===== src/rtl/core/fpe_pkg.sv =====
package fpe_pkg;

    // Width of the argument and of each result field.
    localparam int DATA_W = 8;
    // Result tdata carries prime and exponent side by side.
    localparam int OUT_DATA_W = 2 * DATA_W;
    // Default largest argument covered by the prime flag store.
    localparam int MAX_N_DEF = 255;
    // Smallest argument that has any prime factor in its factorial.
    localparam logic [DATA_W-1:0] FIRST_PRIME = DATA_W'(2);

    // Read request into the prime flag store.
    typedef struct packed {
        logic              en;
        logic [DATA_W-1:0] addr;
    } fpe_rd_req_t;

    // Start of one serial division.
    typedef struct packed {
        logic              start;
        logic [DATA_W-1:0] dividend;
        logic [DATA_W-1:0] divisor;
    } fpe_div_req_t;

    // Completion of one serial division.
    typedef struct packed {
        logic              done;
        logic [DATA_W-1:0] quotient;
    } fpe_div_res_t;

endpackage


===== src/rtl/core/factorial_prime_exponents.sv =====
// Timing: a result for n below two passes through ST_EMIT into the output register; otherwise the
// first result follows the flag reads of the candidates scanned and the serial divisions.
// Throughput: one argument at a time; the flag reads, the Legendre terms in the serial divider
// and the emission of each prime all come before the next argument is taken.
// Reset: synchronous, active low; the sieve then fills the flag store, reads the flag of each
// base and strikes out the multiples of each prime base, with s_tready low throughout.
module factorial_prime_exponents import fpe_pkg::*; #(
    parameter int MAX_N = MAX_N_DEF
) (
    input  logic                  aclk,
    input  logic                  aresetn,
    input  logic                  s_tvalid,
    output logic                  s_tready,
    input  logic [DATA_W-1:0]     s_tdata,   // [7:0] n
    output logic                  m_tvalid,
    input  logic                  m_tready,
    output logic [OUT_DATA_W-1:0] m_tdata,   // [7:0] prime, [15:8] exponent
    output logic                  m_tlast,
    output logic                  m_tuser    // [0] empty_res
);

    // The controller walks the candidates from 2 up to n, reading one prime
    // flag per candidate. For each prime it forms the Legendre sum by dividing
    // the running quotient by p again and again in the serial divider, until
    // the quotient falls below p. A finished result is held back until the
    // next prime is found or the scan reaches n, which tells whether it closes
    // the run.
    typedef enum logic [2:0] {
        ST_SIEVE,
        ST_IDLE,
        ST_READ,
        ST_CHECK,
        ST_DIV,
        ST_DIV_WAIT,
        ST_EMIT
    } state_t;

    state_t                  state_reg, state_next;
    logic [DATA_W-1:0]       n_reg, n_next;
    logic [DATA_W-1:0]       p_reg, p_next;
    logic [DATA_W-1:0]       q_reg, q_next;
    logic [DATA_W-1:0]       sum_reg, sum_next;
    logic [DATA_W-1:0]       pend_prime_reg, pend_prime_next;
    logic [DATA_W-1:0]       pend_exp_reg, pend_exp_next;
    logic                    pend_last_reg, pend_last_next;
    logic                    pend_empty_reg, pend_empty_next;
    logic                    have_pend_reg, have_pend_next;
    logic                    m_tvalid_reg, m_tvalid_next;
    logic [OUT_DATA_W-1:0]   m_tdata_reg, m_tdata_next;
    logic                    m_tlast_reg, m_tlast_next;
    logic                    m_tuser_reg, m_tuser_next;

    fpe_rd_req_t             rd_req;
    logic                    rd_flag;
    logic                    flags_ready;
    fpe_div_req_t            div_req;
    fpe_div_res_t            div_res;

    logic [DATA_W-1:0]       n_sat;
    logic [DATA_W:0]         sum_wide;
    logic                    out_free;

    fpe_flag_store #(
        .MAX_N (MAX_N)
    ) u_flag_store (
        .aclk    (aclk),
        .aresetn (aresetn),
        .rd_req  (rd_req),
        .rd_flag (rd_flag),
        .ready   (flags_ready)
    );

    fpe_serial_div u_serial_div (
        .aclk    (aclk),
        .aresetn (aresetn),
        .req     (div_req),
        .res     (div_res)
    );

    // Arguments above the flag store's range are clamped to its top entry.
    always_comb begin
        if (int'(s_tdata) > MAX_N) begin
            n_sat = DATA_W'(MAX_N);
        end else begin
            n_sat = s_tdata;
        end
    end

    // The output register may be loaded when it is empty or being emptied.
    assign out_free = !m_tvalid_reg || m_tready;
    assign sum_wide = {1'b0, sum_reg} + {1'b0, div_res.quotient};

    always_comb begin
        state_next       = state_reg;
        n_next           = n_reg;
        p_next           = p_reg;
        q_next           = q_reg;
        sum_next         = sum_reg;
        pend_prime_next  = pend_prime_reg;
        pend_exp_next    = pend_exp_reg;
        pend_last_next   = pend_last_reg;
        pend_empty_next  = pend_empty_reg;
        have_pend_next   = have_pend_reg;
        m_tvalid_next    = m_tvalid_reg && !m_tready;
        m_tdata_next     = m_tdata_reg;
        m_tlast_next     = m_tlast_reg;
        m_tuser_next     = m_tuser_reg;
        rd_req.en        = 1'b0;
        rd_req.addr      = p_reg;
        div_req.start    = 1'b0;
        div_req.dividend = q_reg;
        div_req.divisor  = p_reg;
        unique case (state_reg)
            ST_SIEVE: begin
                if (flags_ready) begin
                    state_next = ST_IDLE;
                end
            end
            ST_IDLE: begin
                if (s_tvalid) begin
                    n_next = n_sat;
                    if (n_sat < FIRST_PRIME) begin
                        // No prime factors: a single flagged result.
                        pend_prime_next = '0;
                        pend_exp_next   = '0;
                        pend_last_next  = 1'b1;
                        pend_empty_next = 1'b1;
                        state_next      = ST_EMIT;
                    end else begin
                        p_next         = FIRST_PRIME;
                        have_pend_next = 1'b0;
                        state_next     = ST_READ;
                    end
                end
            end
            ST_READ: begin
                rd_req.en  = 1'b1;
                state_next = ST_CHECK;
            end
            ST_CHECK: begin
                if (rd_flag) begin
                    q_next   = n_reg;
                    sum_next = '0;
                    // A held result is now known not to be the last one.
                    state_next = have_pend_reg ? ST_EMIT : ST_DIV;
                end else if (p_reg == n_reg) begin
                    pend_last_next = 1'b1;
                    state_next     = ST_EMIT;
                end else begin
                    p_next     = p_reg + DATA_W'(1);
                    state_next = ST_READ;
                end
            end
            ST_DIV: begin
                if (q_reg >= p_reg) begin
                    div_req.start = 1'b1;
                    state_next    = ST_DIV_WAIT;
                end else begin
                    pend_prime_next = p_reg;
                    pend_exp_next   = sum_reg;
                    pend_empty_next = 1'b0;
                    have_pend_next  = 1'b1;
                    if (p_reg == n_reg) begin
                        pend_last_next = 1'b1;
                        state_next     = ST_EMIT;
                    end else begin
                        pend_last_next = 1'b0;
                        p_next         = p_reg + DATA_W'(1);
                        state_next     = ST_READ;
                    end
                end
            end
            ST_DIV_WAIT: begin
                if (div_res.done) begin
                    q_next = div_res.quotient;
                    if (sum_wide[DATA_W]) begin
                        sum_next = '1;
                    end else begin
                        sum_next = sum_wide[DATA_W-1:0];
                    end
                    state_next = ST_DIV;
                end
            end
            ST_EMIT: begin
                if (out_free) begin
                    m_tvalid_next = 1'b1;
                    m_tdata_next  = {pend_exp_reg, pend_prime_reg};
                    m_tlast_next  = pend_last_reg;
                    m_tuser_next  = pend_empty_reg;
                    state_next    = pend_last_reg ? ST_IDLE : ST_DIV;
                end
            end
            default: state_next = ST_SIEVE;
        endcase
    end

    always_ff @(posedge aclk) begin
        if (!aresetn) begin
            state_reg     <= ST_SIEVE;
            have_pend_reg <= 1'b0;
            m_tvalid_reg  <= 1'b0;
        end else begin
            state_reg     <= state_next;
            have_pend_reg <= have_pend_next;
            m_tvalid_reg  <= m_tvalid_next;
        end
        n_reg          <= n_next;
        p_reg          <= p_next;
        q_reg          <= q_next;
        sum_reg        <= sum_next;
        pend_prime_reg <= pend_prime_next;
        pend_exp_reg   <= pend_exp_next;
        pend_last_reg  <= pend_last_next;
        pend_empty_reg <= pend_empty_next;
        m_tdata_reg    <= m_tdata_next;
        m_tlast_reg    <= m_tlast_next;
        m_tuser_reg    <= m_tuser_next;
    end

    assign s_tready = (state_reg == ST_IDLE);
    assign m_tvalid = m_tvalid_reg;
    assign m_tdata  = m_tdata_reg;
    assign m_tlast  = m_tlast_reg;
    assign m_tuser  = m_tuser_reg;

endmodule


===== src/rtl/core/fpe_serial_div.sv =====
module fpe_serial_div import fpe_pkg::*; (
    input  logic         aclk,
    input  logic         aresetn,
    input  fpe_div_req_t req,
    output fpe_div_res_t res
);

    localparam int CNT_W = $clog2(DATA_W);

    logic               busy_reg;
    logic               done_reg;
    logic [CNT_W-1:0]   cnt_reg;
    logic [DATA_W-1:0]  dvd_reg;
    logic [DATA_W-1:0]  rem_reg;
    logic [DATA_W-1:0]  dvs_reg;

    logic [DATA_W:0]    rem_sh;
    logic               take;
    logic [DATA_W:0]    rem_diff;
    logic [DATA_W-1:0]  rem_next;
    logic [DATA_W-1:0]  dvd_next;

    // Restoring division, one quotient bit per cycle. The dividend shifts out
    // at the top while the quotient bits shift in at the bottom.
    always_comb begin
        rem_sh   = {rem_reg, dvd_reg[DATA_W-1]};
        take     = (rem_sh >= {1'b0, dvs_reg});
        rem_diff = rem_sh - {1'b0, dvs_reg};
        rem_next = take ? rem_diff[DATA_W-1:0] : rem_sh[DATA_W-1:0];
        dvd_next = {dvd_reg[DATA_W-2:0], take};
    end

    always_ff @(posedge aclk) begin
        if (!aresetn) begin
            busy_reg <= 1'b0;
            done_reg <= 1'b0;
            cnt_reg  <= '0;
        end else begin
            done_reg <= 1'b0;
            if (req.start) begin
                busy_reg <= 1'b1;
                cnt_reg  <= '0;
                dvd_reg  <= req.dividend;
                dvs_reg  <= req.divisor;
                rem_reg  <= '0;
            end else if (busy_reg) begin
                dvd_reg <= dvd_next;
                rem_reg <= rem_next;
                cnt_reg <= cnt_reg + CNT_W'(1);
                if (cnt_reg == CNT_W'(DATA_W - 1)) begin
                    busy_reg <= 1'b0;
                    done_reg <= 1'b1;
                end
            end
        end
    end

    assign res.done     = done_reg;
    assign res.quotient = dvd_reg;

endmodule


===== src/rtl/core/fpe_flag_store.sv =====
module fpe_flag_store import fpe_pkg::*; #(
    parameter int MAX_N = MAX_N_DEF
) (
    input  logic        aclk,
    input  logic        aresetn,
    input  fpe_rd_req_t rd_req,
    output logic        rd_flag,
    output logic        ready
);

    localparam int FLAG_DEPTH = MAX_N + 1;
    localparam int FLAG_AW    = $clog2(FLAG_DEPTH);
    localparam int IDX_W      = FLAG_AW + 1;

    typedef enum logic [2:0] {
        SV_FILL,
        SV_OUTER_RD,
        SV_OUTER_CHK,
        SV_MARK,
        SV_DONE
    } sv_state_t;

    logic flag_mem [FLAG_DEPTH];

    sv_state_t         state_reg, state_next;
    logic [IDX_W-1:0]  idx_reg, idx_next;
    logic [IDX_W-1:0]  base_reg, base_next;
    logic [IDX_W-1:0]  sq_reg, sq_next;
    logic              rd_flag_reg;

    logic               wr_en;
    logic [FLAG_AW-1:0] wr_addr;
    logic               wr_data;
    logic               rd_en;
    logic [FLAG_AW-1:0] rd_addr;

    // Fill every entry with "prime" except 0 and 1, then strike out the
    // multiples of each prime base from its square upwards. The square of the
    // next base is kept by adding 2*base + 1.
    always_comb begin
        state_next = state_reg;
        idx_next   = idx_reg;
        base_next  = base_reg;
        sq_next    = sq_reg;
        wr_en      = 1'b0;
        wr_addr    = idx_reg[FLAG_AW-1:0];
        wr_data    = 1'b0;
        rd_en      = 1'b0;
        rd_addr    = base_reg[FLAG_AW-1:0];
        unique case (state_reg)
            SV_FILL: begin
                wr_en   = 1'b1;
                wr_data = (idx_reg >= IDX_W'(2));
                if (idx_reg == IDX_W'(MAX_N)) begin
                    state_next = SV_OUTER_RD;
                    base_next  = IDX_W'(2);
                    sq_next    = IDX_W'(4);
                end else begin
                    idx_next = idx_reg + IDX_W'(1);
                end
            end
            SV_OUTER_RD: begin
                if (sq_reg > IDX_W'(MAX_N)) begin
                    state_next = SV_DONE;
                end else begin
                    rd_en      = 1'b1;
                    state_next = SV_OUTER_CHK;
                end
            end
            SV_OUTER_CHK: begin
                if (rd_flag_reg) begin
                    idx_next   = sq_reg;
                    state_next = SV_MARK;
                end else begin
                    base_next  = base_reg + IDX_W'(1);
                    sq_next    = sq_reg + {base_reg[IDX_W-2:0], 1'b1};
                    state_next = SV_OUTER_RD;
                end
            end
            SV_MARK: begin
                if (idx_reg > IDX_W'(MAX_N)) begin
                    base_next  = base_reg + IDX_W'(1);
                    sq_next    = sq_reg + {base_reg[IDX_W-2:0], 1'b1};
                    state_next = SV_OUTER_RD;
                end else begin
                    wr_en    = 1'b1;
                    idx_next = idx_reg + base_reg;
                end
            end
            SV_DONE: begin
                rd_en   = rd_req.en;
                rd_addr = FLAG_AW'(rd_req.addr);
            end
            default: state_next = SV_FILL;
        endcase
    end

    always_ff @(posedge aclk) begin
        if (!aresetn) begin
            state_reg <= SV_FILL;
            idx_reg   <= '0;
            base_reg  <= '0;
            sq_reg    <= '0;
        end else begin
            state_reg <= state_next;
            idx_reg   <= idx_next;
            base_reg  <= base_next;
            sq_reg    <= sq_next;
        end
    end

    always_ff @(posedge aclk) begin
        if (wr_en) begin
            flag_mem[wr_addr] <= wr_data;
        end
        if (rd_en) begin
            rd_flag_reg <= flag_mem[rd_addr];
        end
    end

    assign rd_flag = rd_flag_reg;
    assign ready   = (state_reg == SV_DONE);

endmodule


===== config.mk =====
export PLATFORM = sky130hd
export DESIGN_NAME = factorial_prime_exponents
export DESIGN_NICKNAME = d
export VERILOG_FILES = /design/src/rtl/core/fpe_pkg.sv /design/src/rtl/core/factorial_prime_exponents.sv /design/src/rtl/core/fpe_serial_div.sv /design/src/rtl/core/fpe_flag_store.sv
export SDC_FILE = /design/constraint.sdc
export NUM_CORES = 1
export LEC_CHECK = 0
export ABC_CLOCK_PERIOD_IN_PS = 18100
export BUFFER_PORTS_ARGS = -buffer_cell sky130_fd_sc_hd__buf_4
export CAP_MARGIN = 10
export CORE_MARGIN = 5
export CORE_UTILIZATION = 50
export DETAILED_ROUTE_END_ITERATION = 8
export PLACE_DENSITY = 0.74
export SYNTH_ARGS = -nofsm -noshare
export SYNTH_HDL_FRONTEND = slang
export SYNTH_SLANG_ARGS = --single-unit

===== constraint.sdc =====
create_clock -name aclk -period 18.1 [get_ports aclk]
set_input_delay 5.43 -clock aclk [delete_from_list [all_inputs] [get_ports aclk]]
set_output_delay 5.43 -clock aclk [all_outputs]
set_load 0.01 [all_outputs]

==> run_results.csv <==
group,metric,value,unit
layout,largest_register_ff_count,256,
worst_setup_path,timing_worst_setup_path_type,"flop to output port",
power_and_ir_drop,p_switching,0.0003880,W
timing,timing.fmax,130.8,MHz
timing,setup_violations,0,
power_and_ir_drop,internal_power,0.001500,W
synthesis,synth.ff_latch_count,389,
floorplanning,io_pins,32,
worst_setup_path,timing.reg2reg.worst_path_depth,13,
worst_setup_path,worst-path-buf-inv,1,
cts,tritoncts,"done",
cts,ctsResizeCount,0,
timing,max_slew.worst_pin.slew,1.175,ns
worst_setup_path,worst_setup_path_start_kind,"flop",
power_and_ir_drop,clock_power_share,0.444,
worst_hold_path,hold_path_startpoint,"pend_prime_reg[7]$_SDFFCE_PN0P_",
worst_setup_path,critical_path_required,12.67,ns
synthesis,yosys_most_used_dff,"edfxtp_1",
power_and_ir_drop,power.density_cell_area,92.48,nW/µm²
outcome,outcome,"finished, final reports clean",
layout,drive_gt1_frac,0.07895,
floorplanning,initial_core_util,0.5054,
worst_setup_path,timing.rr.end,"u_flag_store.rd_flag$_DFFE_PP_",
synthesis,synth_enable_flop_cells,349,
grt,globalRoute.totalOverflow,0,
power_and_ir_drop,vdd_ir_drop_max,0.00008188,V
drt,via_count,12620,
timing,hold_ws,0.4171,ns
synthesis,synth_fp_nets,1749,
synthesis,yosysWarningCount,0,
cts,clk_pin_slew,0.06,ns
power_and_ir_drop,total_leakage_power,7.035,nW
floorplanning,fp.dieH,202.4,µm
placement,dp.final_hpwl,25.61,mm
worst_setup_path,critPathArrivalTime,2.22,ns
worst_setup_path,timing.critical_path.cells,"nor3b_1, buf_4",
worst_hold_path,worst_hold_path.endpoint,"m_tdata[7]$_DFFE_PP_",
floorplanning,dieWidth,202.4,µm
floorplanning,fp-row-count,70,
grt,antenna_violations_before_repair,0,
layout,area.growth.synth_to_final,10.33,%
synthesis,async_set_or_reset_flop_fraction_in_the_synthesized_netlist,0,
timing,period_minus_slack,7.645,ns
drt,initialDrtViolationCount,1146,
flow_run,maxCapViolations,0,
cts,max-clock-path-buffers,3,
worst_hold_path,hold_depth,0,
cts,cts_hold_repair.buffers,0,
layout,fin_cells,2178,
drt,vias_per_cell,5.796,
timing,timing.setup.tns,0,ns
cts,post_cts_buffers,0,
worst_setup_path,timing.reg2reg.setup_slack,13.03,ns
worst_setup_path,worst_setup_end_kind,"output port",
timing,worst_slew_margin_rel,0.2119,
synthesis,synth_cell_type_count,56,
timing,rsz0062_at_grt,"no",
timing,clock-skew-final,0.02624,ns
power_and_ir_drop,sw_frac_of_total,0.2055,
worst_setup_path,crit-reg2reg-launch,"u_flag_store.state_reg[2]$_SDFFE_PN0P_",
timing,timing.final.hold_violations,0,
floorplanning,design.core.area,36610,µm²
worst_setup_path,crit_path_max_fanout,17,
cts,clkLatencyLatePin,0.57,ns
grt,grt_pass1_vias,12240,
drt,final_antenna_net_count,0,
power_and_ir_drop,pwr-share-seq,0.530,
placement,place.detailed.instances,2102,
cts,htree_num_levels,2,
layout,antennaDiodeCount,0,
worst_setup_path,cpPeakStageDelay,0.76,ns
worst_setup_path,critical_path.slowest_cell,"nor3b_1",
worst_hold_path,class_of_the_most_critical_hold_timing_path,"flop to flop",
floorplanning,die-area,40950,µm²
synthesis,synth_cells,1690,
grt,grt_max_degree,144,
power_and_ir_drop,combPwrFrac,0.026,
grt,global_route_wire_length_before_repair,66.21,mm
layout,finish.net_count,1737,
drt,wl_per_cell,19.16,µm
drt,route.detailed.drc,0,
placement,globalplace.congestion,0.8589,
timing,tcrit_tclk_final,0.4224,
cts,cts_inserted_buffers,41,
grt,grt_total_usage,0.2011,
synthesis,post_synth_instance_area,18500,µm²
cts,cts_root_buffer,"clkbuf_16",
drt,wl,41.73,mm
worst_setup_path,critical-path-top-delay-family,"simple AND/OR/NAND/NOR gates",
placement,portBuffers,31,
synthesis,synth.yosys.seq_area_share,0.6097,
timing,final_max_slew_viol_count,0,
drt,drt_pre_antenna_iters,5,
synthesis,post_synth.cell_area_avg,10.95,µm²
cts,clock-sinks,389,
worst reg2reg max path, cell delays in order, from the launching register on:
cell and delay (ns):
dfxtp_1 0.70, nor3b_4 0.32, buf_4 0.30, nor2_2 0.09
a21oi_4 0.10, buf_4 0.65, buf_4 0.63, nand3_1 0.16
a32o_1 0.29, a221oi_1 0.44, o22ai_1 0.20, a211oi_1 0.44
mux2i_1 0.19, mux2_2 0.29
cell families after synthesis:
logic type | Yosys count | synth area share
xor+xnor | 44 | 0.02083
mux | 68 | 0.03800
buf+inv | 142 | 0.03131
fa+ha+maj | 47 | 0.03341
flops | 389 | 0.6097
compound gates | 252 | 0.09203
simple gates | 748 | 0.1747
synthesized netlist by cell type, drive strengths merged (18+ instances only):
library cell	instances	area (µm²)
xnor2	28	245.2
and3	19	118.9
nand2	213	799.5
clkbuf	75	281.5
o21ai	29	145.1
dfxtp	40	800.8
inv	39	146.4
edfxtp	349	10480
mux2i	50	500.5
mux2	18	202.7
nor2b	23	143.9
nand3	35	175.2
a31oi	45	281.5
ha	43	538.0
a21oi	47	246.5
nor2	356	1339
buf	28	151.4
and2	43	269.0
a211oi	50	375.4
per-layer routing:
metal | track usage | part of all wire | vias up
met1 | 0.2700 | 0.42 | 6146
li1 | - | - | 5998
met2 | 0.3398 | 0.49 | 400
met4 | 0.06644 | 0.029 | 0
met5 | 0 | 0 | -
met3 | 0.02840 | 0.063 | 80
through the flow:
step | util | total power (W) | setup WS [ns] | area, µm²
2_1_floorplan | - | 0.001059 | 5.554 | 18500
3_3_place_gp | 0.5199 | 0.001064 | 10.45 | 19030
3_5_place_dp | 0.5199 | 0.001067 | 10.49 | 19030
4_1_cts | 0.5569 | 0.001898 | 10.46 | 20390
5_1_grt | 0.5576 | 0.001947 | 10.31 | 20410
6_report | 0.5576 | 0.001888 | 10.45 | 20410
worst max path at each step:
stage,start,endpoint,slack [ns],cells past startpoint
global placement,s_tdata[7],pend_exp_reg[1]$_SDFFCE_PN0P_,10.45,7
CTS,state_reg[0]$_SDFFE_PN0P_,s_tready,10.46,2
floorplan,u_flag_store.idx_reg[3]$_SDFFE_PN0P_,u_flag_store.flag_mem[0]$_DFFE_PP_,5.55,5
finish,state_reg[0]$_SDFFE_PN0P_,s_tready,10.45,2
global route,state_reg[0]$_SDFFE_PN0P_,s_tready,10.31,2
detailed placement,s_tdata[7],pend_exp_reg[5]$_SDFFCE_PN0P_,10.49,7
power by group through the flow:
stage / registers (W) / clock network, W / logic, W
6_report: 0.00100 / 0.000838 / 0.0000493
5_1_grt: 0.00100 / 0.000894 / 0.0000535
4_1_cts: 0.00100 / 0.000850 / 0.0000462
3_5_place_dp: 0.00102 / 0 / 0.0000461
3_3_place_gp: 0.00102 / 0 / 0.0000440
2_1_floorplan: 0.00103 / 0 / 0.0000270
placed cells by master, fill, tap and decap left out, types with 35 or more instances in the layout:
cell type / count
a21oi_1: 46
mux2i_1: 49
a211oi_1: 49
nand2_1: 213
ha_1: 43
nand3_1: 35
nor2_1: 355
edfxtp_1: 349
inv_1: 39
dfxtp_1: 40
clkbuf_16: 42
buf_4: 47
a31oi_1: 45
cell type report:
class                           count  area (µm²)
Sequential cell                   389       11280
Timing Repair Buffer               48       380.4
Multi-Input combinational cell   1159        6669
Clock inverter                     18       195.2
Tap cell                          468       585.6
Fill cell                        3047       16200
Clock buffer                       57        1157
Inverter                           39       146.4
(Power assumes the default switching activity.)
